File: config.mk
export PLATFORM = sky130hd
export DESIGN_NAME = prp_project
export DESIGN_NICKNAME = d
export VERILOG_FILES = /design/src/rtl/prp_pkg.sv /design/src/rtl/prp_project.sv
export SDC_FILE = /design/constraint.sdc
export NUM_CORES = 2
export LEC_CHECK = 0
export BUFFER_PORTS_ARGS = -buffer_cell sky130_fd_sc_hd__buf_4
export CAP_MARGIN = 5
export CORE_MARGIN = 2
export CORE_UTILIZATION = 46
export CTS_CLUSTER_DIAMETER = 100
export CTS_CLUSTER_SIZE = 24
export DETAILED_ROUTE_END_ITERATION = 10
export MAX_ROUTING_LAYER = met4
export SKIP_CTS_REPAIR_TIMING = 1
export SYNTH_ARGS = -nofsm -noshare
export SYNTH_HDL_FRONTEND = slang
export SYNTH_SLANG_ARGS = --single-unit
File: constraint.sdc
create_clock -name aclk -period 7.5 [get_ports aclk]
set_input_delay 1.5 -clock aclk [delete_from_list [all_inputs] [get_ports aclk]]
set_output_delay 1.5 -clock aclk [all_outputs]
set_load 0.02 [all_outputs]
File: src/rtl/prp_pkg.sv
`default_nettype none

package prp_pkg;

    // Point format
    localparam int COORD_WIDTH     = 24;
    localparam int COORD_FRAC_BITS = 8;

    // Register formats
    localparam int TRIG_W     = 16;   // Q1.14 cosine / sine
    localparam int TRIG_SHIFT = 14;
    localparam int F_W        = 16;   // focal distance
    localparam int CTR_W      = 12;   // screen center
    localparam int CFG_W      = 16;   // widest register
    localparam int CFG_IDX_W  = 3;
    localparam int OUT_W      = 16;

    // Pitch stage: products, sums, rotated y1 / z1
    localparam int P1_W = COORD_WIDTH + TRIG_W;
    localparam int S1_W = P1_W + 1;
    localparam int R1_W = S1_W - TRIG_SHIFT;

    // Yaw stage: products, sums, rotated x2 / z2
    localparam int P2_W = R1_W + TRIG_W;
    localparam int S2_W = P2_W + 1;
    localparam int R2_W = S2_W - TRIG_SHIFT;

    // Projection
    localparam int FSH_W  = F_W + COORD_FRAC_BITS + 1;
    localparam int DEN_W  = ((R2_W > FSH_W) ? R2_W : FSH_W) + 1;
    localparam int DENM_W = DEN_W - 1;
    localparam int XF_W   = ((R2_W > R1_W) ? R2_W : R1_W) + F_W + 1;
    localparam int CXD_W  = DEN_W + CTR_W + 1;
    localparam int NUM_W  = ((XF_W > CXD_W) ? XF_W : CXD_W) + 1;

    // Divider: one quotient bit per stage, quotient beyond 16 bits saturates
    localparam int Q_W      = OUT_W;
    localparam int DIV_W    = ((NUM_W > DENM_W + Q_W) ? NUM_W : DENM_W + Q_W) + 1;
    localparam int LANE_LAT = Q_W + 1;

    localparam logic signed [OUT_W-1:0] SAT_MAX = OUT_W'(2**(OUT_W-1) - 1);
    localparam logic signed [OUT_W-1:0] SAT_MIN = OUT_W'(-(2**(OUT_W-1)));
    localparam logic [Q_W-1:0]          POS_LIM = Q_W'(2**(OUT_W-1) - 1);
    localparam logic [Q_W-1:0]          NEG_LIM = Q_W'(2**(OUT_W-1));

    // Register reset values
    localparam logic signed [TRIG_W-1:0] COS_RESET   = TRIG_W'(16384);
    localparam logic signed [TRIG_W-1:0] SIN_RESET   = TRIG_W'(0);
    localparam logic [F_W-1:0]           FOCAL_RESET = F_W'(200);
    localparam logic [CTR_W-1:0]         CX_RESET    = CTR_W'(400);
    localparam logic [CTR_W-1:0]         CY_RESET    = CTR_W'(300);

    typedef enum logic [CFG_IDX_W-1:0] {
        CFG_COS_PITCH = 3'd0,
        CFG_SIN_PITCH = 3'd1,
        CFG_COS_YAW   = 3'd2,
        CFG_SIN_YAW   = 3'd3,
        CFG_FOCAL     = 3'd4,
        CFG_CENTER_X  = 3'd5,
        CFG_CENTER_Y  = 3'd6
    } cfg_index_t;

    typedef struct packed {
        logic signed [TRIG_W-1:0] cos_pitch;
        logic signed [TRIG_W-1:0] sin_pitch;
        logic signed [TRIG_W-1:0] cos_yaw;
        logic signed [TRIG_W-1:0] sin_yaw;
    } trig_cfg_t;

    typedef struct packed {
        logic [F_W-1:0]   focal_distance;
        logic [CTR_W-1:0] center_x;
        logic [CTR_W-1:0] center_y;
    } proj_cfg_t;

    typedef struct packed {
        logic signed [OUT_W-1:0] screen_x;
        logic signed [OUT_W-1:0] screen_y;
        logic                    behind_camera;
    } result_t;

endpackage

`default_nettype wire

File: src/rtl/prp_project.sv
`default_nettype none

// Perspective numerators and denominator, three stages.
module prp_project (
    input  logic                                 aclk,
    input  logic                                 aresetn,
    input  logic                                 en,
    input  logic                                 in_valid,
    input  logic signed [prp_pkg::R2_W-1:0]      x2,
    input  logic signed [prp_pkg::R2_W-1:0]      z2,
    input  logic signed [prp_pkg::R1_W-1:0]      y1,
    input  prp_pkg::proj_cfg_t                   proj,
    output logic                                 out_valid,
    output logic                                 behind,
    output logic signed [prp_pkg::NUM_W-1:0]     nx,
    output logic signed [prp_pkg::NUM_W-1:0]     ny,
    output logic [prp_pkg::DENM_W-1:0]           den
);

    logic [2:0] v_reg;

    logic [prp_pkg::DEN_W-1:0]          fsh;
    logic signed [prp_pkg::F_W:0]       f_s;
    logic signed [prp_pkg::CTR_W:0]     cx_s, cy_s;

    // stage 5
    logic signed [prp_pkg::DEN_W-1:0]   den_next, den_reg;
    logic                               behind_next, behind_reg;
    logic signed [prp_pkg::XF_W-1:0]    x2f_next, y1f_next, x2f_reg, y1f_reg;

    // stage 6
    logic signed [prp_pkg::CXD_W-1:0]   cxd_next, cyd_next, cxd_reg, cyd_reg;
    logic signed [prp_pkg::XF_W-1:0]    x2f_b_reg, y1f_b_reg;
    logic signed [prp_pkg::DEN_W-1:0]   den_b_reg;
    logic                               behind_b_reg;

    // stage 7
    logic signed [prp_pkg::NUM_W-1:0]   nx_next, ny_next, nx_reg, ny_reg;
    logic [prp_pkg::DENM_W-1:0]         denm_next, denm_reg;
    logic                               behind_c_reg;

    assign fsh  = prp_pkg::DEN_W'(proj.focal_distance) << prp_pkg::COORD_FRAC_BITS;
    assign f_s  = $signed({1'b0, proj.focal_distance});
    assign cx_s = $signed({1'b0, proj.center_x});
    assign cy_s = $signed({1'b0, proj.center_y});

    assign den_next    = prp_pkg::DEN_W'(z2) + $signed(fsh);
    assign behind_next = den_next[prp_pkg::DEN_W-1] || (den_next == '0);
    assign x2f_next    = x2 * f_s;
    assign y1f_next    = y1 * f_s;

    assign cxd_next = den_reg * cx_s;
    assign cyd_next = den_reg * cy_s;

    assign nx_next = prp_pkg::NUM_W'(x2f_b_reg) + prp_pkg::NUM_W'(cxd_reg);
    assign ny_next = prp_pkg::NUM_W'(cyd_reg) - prp_pkg::NUM_W'(y1f_b_reg);
    // behind camera: feed the divider a harmless divisor, result is masked later
    assign denm_next = behind_b_reg ? prp_pkg::DENM_W'(1)
                                    : den_b_reg[prp_pkg::DENM_W-1:0];

    always_ff @(posedge aclk) begin
        if (!aresetn) begin
            v_reg <= '0;
        end else if (en) begin
            v_reg <= {v_reg[1:0], in_valid};
        end
    end

    always_ff @(posedge aclk) begin
        if (en) begin
            den_reg      <= den_next;
            behind_reg   <= behind_next;
            x2f_reg      <= x2f_next;
            y1f_reg      <= y1f_next;

            cxd_reg      <= cxd_next;
            cyd_reg      <= cyd_next;
            x2f_b_reg    <= x2f_reg;
            y1f_b_reg    <= y1f_reg;
            den_b_reg    <= den_reg;
            behind_b_reg <= behind_reg;

            nx_reg       <= nx_next;
            ny_reg       <= ny_next;
            denm_reg     <= denm_next;
            behind_c_reg <= behind_b_reg;
        end
    end

    assign out_valid = v_reg[2];
    assign behind    = behind_c_reg;
    assign nx        = nx_reg;
    assign ny        = ny_reg;
    assign den       = denm_reg;

endmodule

`default_nettype wire

==> flow_summary.yaml <==
job:
  maxCapViolCount: 0
global_routing:
  grt_max_degree: 139
  grt_pass1_vias: 59200
  overflow: 0
  grt_pass1_wl_um: 329000
  groute.usage.overall_pct: 25.1
  antenna_found_initial: 33
logic_synthesis:
  synth-seq-area-share_pct: 17.9
  postSynthCellCount: 7957
  async_reset_ff_share_pct: 0
  syn_avg_cell_area_um2: 9.72
  synth_edf_count: 460
  synth_seq_cells: 463
  ys_warn_count: 0
  synth_ff_type: "edfxtp_1"
  netlist_area_um2: 77400
  synthDistinctLibCells: 78
  syn_nets: 10100
die:
  start_util_pct: 46.3
  pin_count: 259
  die_height_um: 414
  core_um2: 167000
  core.rowCount: 150
  die_area_um2: 171000
  die_w_um: 414
routing:
  viasPerCell: 5.11
  wl_per_cell_um: 18.9
  drc: 0
  drtAntennaViolNets: 0
  vias: 55100
  drt-total-wl_um: 204000
  first_iter_violations: 3379
  drt_pre_antenna_iters: 6
cells_and_area:
  largest_register_ffs: 61
  n_fill_cell: 15300
  layout_common_cells: "inv_1, fa_1, nand2_1"
  area_growth_pct: 12.4
  final_common_cell: "inv_1"
  fin_nets: 10700
  drive_above_1_share_pct: 11.1
sta:
  fin_crit_sh_pct: 97.6
  finalHoldViolations: 0
  setup_viol: 0
  maxSlewViolCount: 0
  timing.final.ws_setup_ns: 0.177
  clock.fmax_mhz: 137
  period_needed_ns: 7.32
  worstMarginPinSlew_ns: 1.16
  skew_ns: 0.0319
  slew_headroom_pct: 22.5
cts:
  cts_htree_levels: 1
  numCtsBuffers: 29
  clk_pin_slew_ns: 0.09
  clockBufferDepth: 3
  cts_tree: "done"
  clock_sinks: 463
  clockRootBuffer: "clkbuf_16"
  clock_latency_ns: 0.66
worst_setup_path:
  required_ns: 7.90
  start_kind: "primary input"
  cp-end-kind: "flip-flop"
  crit_arrival_ns: 7.72
  critical_path_class: "in2reg"
  path_max_fanout: 20
min_path:
  hp-class: "reg2reg"
run_status:
  outcome: "finished clean"
placement:
  port_buffers: 258
  dp_hpwl_um: 172000
  dp_slack_ns: -0.730
  place_congestion: 0.956
worst paths after layout:
kind | end | slack, ns | start | depth (start not counted)
worst max-delay path | y1f_reg[45]$_DFFE_PP_ | 0.18 | proj[35] | 25
worst min-delay path | y1f_b_reg[33]$_DFFE_PP_ | 0.41 | y1f_reg[33]$_DFFE_PP_ | 0
worst max register to register | cxd_reg[42]$_DFFE_PP_ | 0.53 | den_reg[17]$_DFFE_PP_ | 20
worst min register to register | y1f_b_reg[33]$_DFFE_PP_ | 0.41 | y1f_reg[33]$_DFFE_PP_ | 0
logic make-up (layout without fill, tap and decap cells):
group | count (synthesis) | count (layout) | share of synthesized area (%)
and+or+nand+nor | 2207 | 2207 | 13.7
buffers and inverters | 2190 | 2795 | 10.6
adders and majority gates | 2060 | 2060 | 48.2
AOI/OAI and AO/OA | 762 | 762 | 6.37
DFF | 463 | 463 | 17.9
xor gates and xnor gates | 269 | 269 | 3.05
muxes | 6 | 6 | 0.0776
other | 0 | 19 | 0
routing by layer:
metal  up-vias  routed length, µm  track usage, %
met4         0               6680            8.13
met3       277               9010            1.81
met5         -                  0               -
met2      1348             102000            41.8
met1     28300              86600            32.6
li1      25200                  -               -
metrics by stage:
step	util (%)	instances	hold slack, ns	TNS (ns)	instance area, µm²
after floorplan	-	7957	0.400	0	77400
final	52.1	10800	0.408	0	86900
after CTS	52.0	10800	0.407	-0.0508	86800
after global routing	52.1	10800	0.408	-0.0488	86900
after global placement	51.4	10700	0.402	-11.43	85900
after detailed placement	51.4	10700	0.405	-14.37	85900
layout make-up:
class	instances	area [µm²]	area share, %
multi-input cells	5304	55300	63.6
flip-flops and latches	463	13900	16.0
inverters	1874	7030	8.09
repair buffers	877	6990	8.03
well taps	2204	2760	3.17
clock buffers	30	729	0.839
clock inverters	14	209	0.240
diodes	19	47.5	0.0547
cells in the mapped netlist, types with 27 or more instances:
library cell,instances,area [µm²]
a21oi_1,245,1230
edfxtp_1,460,13800
nand3_1,46,230
inv_1,1873,7030
ha_1,521,6520
fa_1,1539,30800
nor2_1,127,477
o21a_1,47,353
a211oi_1,27,203
o21bai_1,37,278
and3_1,28,175
clkbuf_1,313,1170
nor2b_1,58,363
nand2b_1,32,200
a31oi_1,27,169
xor2_1,75,657
a21o_1,118,886
nand2_1,1144,4290
o21ai_0,111,556
and2_1,657,4110
nor3_1,36,180
xnor2_1,193,1690
worst max-delay path, stage by stage:
cell	delay, ns
buf_6	0.18
buf_4	0.21
and2_1	0.17
fa_1	0.53
inv_1	0.05
fa_1	0.55
inv_1	0.06
fa_1	0.53
fa_1	0.45
fa_1	0.50
inv_1	0.05
fa_1	0.47
inv_1	0.04
ha_1	0.34
a21oi_1	0.15
o21ai_0	0.17
a2111oi_2	0.39
buf_4	0.17
o211ai_1	0.21
a32oi_1	0.38
a21oi_2	0.13
nand4_1	0.12
nand4b_1	0.10
a21oi_1	0.18
xnor2_1	0.08
Power is left out: the tool's default activity adds up to more than one toggle a clock period on the data nets, which glitch-free logic cannot reach.
