===== src/rtl/prp_pkg.sv =====
`default_nettype none

package prp_pkg;

    // Point format
    localparam int COORD_WIDTH     = 24;
    localparam int COORD_FRAC_BITS = 8;

    // Register formats
    localparam int TRIG_W     = 16;   // Q1.14 cosine / sine
    localparam int TRIG_SHIFT = 14;
    localparam int F_W        = 16;   // focal distance
    localparam int CTR_W      = 12;   // screen center
    localparam int CFG_W      = 16;   // widest register
    localparam int CFG_IDX_W  = 3;
    localparam int OUT_W      = 16;

    // Pitch stage: products, sums, rotated y1 / z1
    localparam int P1_W = COORD_WIDTH + TRIG_W;
    localparam int S1_W = P1_W + 1;
    localparam int R1_W = S1_W - TRIG_SHIFT;

    // Yaw stage: products, sums, rotated x2 / z2
    localparam int P2_W = R1_W + TRIG_W;
    localparam int S2_W = P2_W + 1;
    localparam int R2_W = S2_W - TRIG_SHIFT;

    // Projection
    localparam int FSH_W  = F_W + COORD_FRAC_BITS + 1;
    localparam int DEN_W  = ((R2_W > FSH_W) ? R2_W : FSH_W) + 1;
    localparam int DENM_W = DEN_W - 1;
    localparam int XF_W   = ((R2_W > R1_W) ? R2_W : R1_W) + F_W + 1;
    localparam int CXD_W  = DEN_W + CTR_W + 1;
    localparam int NUM_W  = ((XF_W > CXD_W) ? XF_W : CXD_W) + 1;

    // Divider: one quotient bit per stage, quotient beyond 16 bits saturates
    localparam int Q_W      = OUT_W;
    localparam int DIV_W    = ((NUM_W > DENM_W + Q_W) ? NUM_W : DENM_W + Q_W) + 1;
    localparam int LANE_LAT = Q_W + 1;

    localparam logic signed [OUT_W-1:0] SAT_MAX = OUT_W'(2**(OUT_W-1) - 1);
    localparam logic signed [OUT_W-1:0] SAT_MIN = OUT_W'(-(2**(OUT_W-1)));
    localparam logic [Q_W-1:0]          POS_LIM = Q_W'(2**(OUT_W-1) - 1);
    localparam logic [Q_W-1:0]          NEG_LIM = Q_W'(2**(OUT_W-1));

    // Register reset values
    localparam logic signed [TRIG_W-1:0] COS_RESET   = TRIG_W'(16384);
    localparam logic signed [TRIG_W-1:0] SIN_RESET   = TRIG_W'(0);
    localparam logic [F_W-1:0]           FOCAL_RESET = F_W'(200);
    localparam logic [CTR_W-1:0]         CX_RESET    = CTR_W'(400);
    localparam logic [CTR_W-1:0]         CY_RESET    = CTR_W'(300);

    typedef enum logic [CFG_IDX_W-1:0] {
        CFG_COS_PITCH = 3'd0,
        CFG_SIN_PITCH = 3'd1,
        CFG_COS_YAW   = 3'd2,
        CFG_SIN_YAW   = 3'd3,
        CFG_FOCAL     = 3'd4,
        CFG_CENTER_X  = 3'd5,
        CFG_CENTER_Y  = 3'd6
    } cfg_index_t;

    typedef struct packed {
        logic signed [TRIG_W-1:0] cos_pitch;
        logic signed [TRIG_W-1:0] sin_pitch;
        logic signed [TRIG_W-1:0] cos_yaw;
        logic signed [TRIG_W-1:0] sin_yaw;
    } trig_cfg_t;

    typedef struct packed {
        logic [F_W-1:0]   focal_distance;
        logic [CTR_W-1:0] center_x;
        logic [CTR_W-1:0] center_y;
    } proj_cfg_t;

    typedef struct packed {
        logic signed [OUT_W-1:0] screen_x;
        logic signed [OUT_W-1:0] screen_y;
        logic                    behind_camera;
    } result_t;

endpackage

`default_nettype wire


===== src/rtl/prp_div_lane.sv =====
`default_nettype none

// Signed / positive divide, truncating toward zero, saturated to 16 bits.
// Magnitude and overflow check in the first stage, then one restoring step
// per stage.
module prp_div_lane (
    input  logic                                 aclk,
    input  logic                                 en,
    input  logic signed [prp_pkg::NUM_W-1:0]     num,
    input  logic [prp_pkg::DENM_W-1:0]           den,
    output logic signed [prp_pkg::OUT_W-1:0]     result
);

    logic [prp_pkg::NUM_W-1:0]  mag_next;
    logic [prp_pkg::DIV_W-1:0]  lim;
    logic                       ovf_next;

    logic [prp_pkg::NUM_W-1:0]  rem_reg [0:prp_pkg::Q_W-1];
    logic [prp_pkg::DENM_W-1:0] den_reg [0:prp_pkg::Q_W-1];
    logic [prp_pkg::Q_W-1:0]    q_reg   [0:prp_pkg::Q_W];
    logic [prp_pkg::Q_W:0]      neg_reg;
    logic [prp_pkg::Q_W:0]      ovf_reg;

    logic [prp_pkg::Q_W-1:0]    q;

    assign mag_next = num[prp_pkg::NUM_W-1] ? prp_pkg::NUM_W'(-num)
                                            : prp_pkg::NUM_W'(num);
    assign lim      = prp_pkg::DIV_W'(den) << prp_pkg::Q_W;
    // quotient would need more than 16 bits
    assign ovf_next = prp_pkg::DIV_W'(mag_next) >= lim;

    always_ff @(posedge aclk) begin
        if (en) begin
            rem_reg[0] <= mag_next;
            den_reg[0] <= den;
            q_reg[0]   <= '0;
            neg_reg[0] <= num[prp_pkg::NUM_W-1];
            ovf_reg[0] <= ovf_next;
        end
    end

    for (genvar k = 1; k <= prp_pkg::Q_W; k++) begin : g_step
        logic [prp_pkg::NUM_W-1:0] dsh;
        logic                      take;
        logic [prp_pkg::Q_W-1:0]   q_next;

        assign dsh    = prp_pkg::NUM_W'(den_reg[k-1]) << (prp_pkg::Q_W - k);
        assign take   = rem_reg[k-1] >= dsh;
        assign q_next = q_reg[k-1] | (prp_pkg::Q_W'(take) << (prp_pkg::Q_W - k));

        always_ff @(posedge aclk) begin
            if (en) begin
                q_reg[k]   <= q_next;
                neg_reg[k] <= neg_reg[k-1];
                ovf_reg[k] <= ovf_reg[k-1];
            end
        end

        // last step only yields its quotient bit
        if (k < prp_pkg::Q_W) begin : g_carry
            logic [prp_pkg::NUM_W-1:0] rem_next;

            assign rem_next = take ? rem_reg[k-1] - dsh : rem_reg[k-1];

            always_ff @(posedge aclk) begin
                if (en) begin
                    rem_reg[k] <= rem_next;
                    den_reg[k] <= den_reg[k-1];
                end
            end
        end
    end

    assign q = q_reg[prp_pkg::Q_W];

    always_comb begin
        if (ovf_reg[prp_pkg::Q_W]) begin
            result = neg_reg[prp_pkg::Q_W] ? prp_pkg::SAT_MIN : prp_pkg::SAT_MAX;
        end else if (neg_reg[prp_pkg::Q_W]) begin
            result = (q > prp_pkg::NEG_LIM) ? prp_pkg::SAT_MIN : $signed(~q + 1'b1);
        end else begin
            result = (q > prp_pkg::POS_LIM) ? prp_pkg::SAT_MAX : $signed(q);
        end
    end

endmodule

`default_nettype wire


===== config.mk =====
export PLATFORM = sky130hd
export DESIGN_NAME = prp_div_lane
export DESIGN_NICKNAME = d
export VERILOG_FILES = /design/src/rtl/prp_pkg.sv /design/src/rtl/prp_div_lane.sv
export SDC_FILE = /design/constraint.sdc
export NUM_CORES = 2
export LEC_CHECK = 0
export BUFFER_PORTS_ARGS = -buffer_cell sky130_fd_sc_hd__buf_4
export CORE_MARGIN = 4
export CORE_UTILIZATION = 44
export DETAILED_ROUTE_END_ITERATION = 7
export GPL_TIMING_DRIVEN = 1
export HOLD_SLACK_MARGIN = 0.05
export PLACE_DENSITY = 0.66
export SLEW_MARGIN = 0
export SYNTH_ARGS = -nofsm -noshare
export SYNTH_HDL_FRONTEND = slang
export SYNTH_SLANG_ARGS = --single-unit

===== constraint.sdc =====
create_clock -name aclk -period 5.66 [get_ports aclk]
set_input_delay 1.698 -clock aclk [delete_from_list [all_inputs] [get_ports aclk]]
set_output_delay 1.698 -clock aclk [all_outputs]
set_load 0.1 [all_outputs]

==> results by group <==
Status
  – Status: complete, but fails checks
  – Failing checks: negative setup slack

Layout
  – Nets: 8001
  – Number of flip-flops in the largest register: 768
  – Final design instance area without fill: 0.0885 mm²
  – Share of cells above drive strength 1: 7.82%
  – Util after Layout: 49.5%
  – Synthesis-to-finish area growth: 11.4%

Run
  – Max_cap viols: 0

Clock network
  – Clock Pin Slew Worst Setup and Hold Paths: 0.06 ns
  – Clk Latency, worst-skew pair: 0.79 ns
  – Clock root cell: clkbuf_16
  – CTS tree: yes
  – Cts hold-fix bufs: 0
  – CTS Buffer Depth: 3
  – H-tree depth: 4
  – CTS sink cnt: 1418
  – Total CTS buffers: 160

Power
  – Sequential power share: 38.0%
  – Total power: 0.0430 W
  – Pwr dens: 486 mW/mm²
  – Internal Pwr Total: 0.0277 W
  – Worst IR Drop VDD: 0.239 mV
  – Sw frac: 35.5%
  – Comb pwr share: 39.2%
  – NetSw: 0.0153 W
  – Clock Power Share: 22.8%
  – Leak Pwr: 35.1 nW

GRT
  – Remaining global-route overflow: 0
  – Largest net degree at the start of global routing: 168
  – Initial antenna violation count: 3
  – Vias in the first global route: 55800
  – First-pass GRT wire length: 286000 µm
  – GR Util All Layers: 19.0%

Placement
  – Placed Area: 0.0835 mm²
  – Post-DP HPWL: 136000 µm
  – Count of input and output buffers: 95
  – RePlAce Congestion: 0.967

Drt
  – ANT nets after route: 0
  – 1st-pass router iterations: 8
  – Drt wl/cell: 18.1 µm
  – Avg Vias per Cell: 5.53
  – Via Count: 54600
  – WL final: 178000 µm
  – DR iter-0 viols: 3484
  – DRC: 0

Floorplan
  – Starting Density: 44.4%
  – Die ar.: 0.187 mm²
  – DIE WIDTH: 433 µm
  – Die Y-Extent: 433 µm
  – Core ar.: 0.179 mm²
  – Row cnt: 155
  – IO Pins: 96

Worst setup path
  – CP most frequent cell: a21o_1
  – Critical path's top delay family: simple AND/OR/NAND/NOR gates
  – Worst Path Max Fanout: 4
  – Slowest cell on crit path: or4_4
  – WP depth: 22
  – Crit path launch type: primary input
  – Worst Path Arrival: 6.23 ns
  – Worst path bufs/invs: 3
  – WP data required: 6.18 ns
  – Critical Path Max Stage Delay: 0.56 ns
  – Setup CP Type: in2reg
  – CP Cell Sequence: buf_4 -> or4_4 -> nor4_4 -> buf_4 -> nand3b_1 -> or2_1 -> or4_4 -> or4_4 -> buf_4 -> nand2_1 -> xnor2_1 -> ha_1 -> a21o_1 -> a21o_1 -> a21o_1 -> a21o_1 -> a21oi_1 -> nor2b_1 -> o21ai_0 -> a21boi_0 -> o2111ai_1 -> o211ai_1
  – Crit end category: flop
  – Worst Reg-to-Reg Cells: 12

Timing
  – Final Hold Fails: 0
  – Post-layout minimum cycle time: 5.71 ns
  – Max-slew headroom: 22.4%
  – RSZ-0062 raised after global routing: true
  – Max-slew violations: 0
  – FMAX: 0.175 GHz
  – Setup TNS: -0.0514 ns
  – Worst hold margin: 0.409 ns
  – Skew final: 0.0331 ns
  – Setup WS post-layout: -0.0514 ns
  – Final Cycle Share: 101%
  – Worst slew pin tran: 1.13 ns
  – Final setup vio count: 1

Synthesis
  – Number of enable-type register cells in the synthesized netlist: 1418
  – Avg Inst Size Synth: 11.0 µm²
  – YS warnings: 0
  – Yosys cell types: 97
  – Seq/Total Area, Yosys: 53.6%
  – Synth Cell Area: 0.0794 mm²
  – Synth Instances: 7211
  – Synth Flop Type: edfxtp_1
  – #FFs+latches synth: 1418
  – Mapped Nets: 7818
  – Async set-reset flop share out of synthesis: 0%

Hold path
  – Hold path depth: 0
  – HP Class: reg2reg
-- Yosys cell counts, drive strengths merged (88+ instances only) --
cell type  instances  area share, %
nand3            121           0.76
nor2             464            2.2
inv              664            3.1
a21oi            609            3.8
edfxtp          1418             54
clkbuf           163           0.78
nand4             93           0.73
nand2            533            2.5
o21ai            451            2.8
nor2b             88           0.69
ha               512            8.1
xnor2            344            3.8
xor2             240            2.6
a21o             302            2.9
nor3             125           0.79
-- layout make-up --
class | count | area, µm²
diodes | 2 | 5.00
clock buffers | 194 | 4220
clock inverters | 90 | 756
fillers | 15900 | 90500
inverters | 666 | 2500
multi-input cells | 4932 | 33800
flip-flops and latches | 1418 | 42600
well taps | 2355 | 2950
repair buffers | 216 | 1770
-- final timing paths --
kind	startpoint	endpoint	slack [ns]
worst max-delay path	num[10]	ovf_reg[0]	-0.05
worst min-delay path	q_reg[1][85]	q_reg[1][101]	0.41
worst max register to register	rem_reg[1][55]	rem_reg[1][137]	1.33
worst min register to register	q_reg[1][85]	q_reg[1][101]	0.41
-- metrics by stage --
| stage | worst slack [ns] | std cells |
|---|---|---|
| after floorplan | -0.398 | 7211 |
| after global placement | -0.920 | 9586 |
| after detailed placement | -0.964 | 9586 |
| after CTS | 0.00297 | 9870 |
| after global routing | -0.239 | 9872 |
| final | -0.0514 | 9873 |
-- metal layers --
metal / global-route usage [%] / up-vias / share of wire [%]
li1: - / 26900 / -
met4: 9.65 / 0 / 5.1
met1: 19.3 / 25900 / 37
met5: 0 / - / 0
met3: 2.75 / 506 / 3.4
met2: 37.2 / 1252 / 55
-- cells by family after synthesis --
kind of cell / count (synthesis) / synth area share (%)
xor gates and xnor gates: 584 / 6.44
muxes: 65 / 0.907
DFF: 1418 / 53.6
AOI/OAI and AO/OA: 1897 / 14.9
and+or+nand+nor: 1859 / 11.5
adders and majority gates: 527 / 8.44
buffers and inverters: 861 / 4.16
-- power by group through the flow --
stage | sequential, W | combinational [W] | clock (W)
finish | 0.0163 | 0.0169 | 0.00981
global route | 0.0166 | 0.0187 | 0.0106
CTS | 0.0163 | 0.0167 | 0.0101
detailed placement | 0.0165 | 0.0166 | 0
global placement | 0.0165 | 0.0163 | 0
floorplan | 0.0159 | 0.0128 | 0
-- timing repair --
item	CTS	global route
pin swaps	0	1
setup endpoints to repair	10	13
setup buffers	0	1
gates resized for setup	6	11
-- cells in the final DEF (no fill, tap or decap), types with 49 or more instances in the layout --
cell       instances
nor2_1           457
xnor2_1          343
edfxtp_1        1418
nand2_1          529
xor2_1           240
o21ai_0          446
nand3_1          121
inv_1            663
mux2_2            56
o21a_1            62
nand2b_1          69
or3_1             60
nor2b_1           88
a21oi_1          606
o31ai_1           54
buf_4            202
nor4_1            63
nand4_1           93
and3_1            56
clkbuf_16        164
ha_1             512
a31oi_1           68
nor3_1           124
a21o_1           301
o21bai_1          49
(Power assumes the default switching activity.)
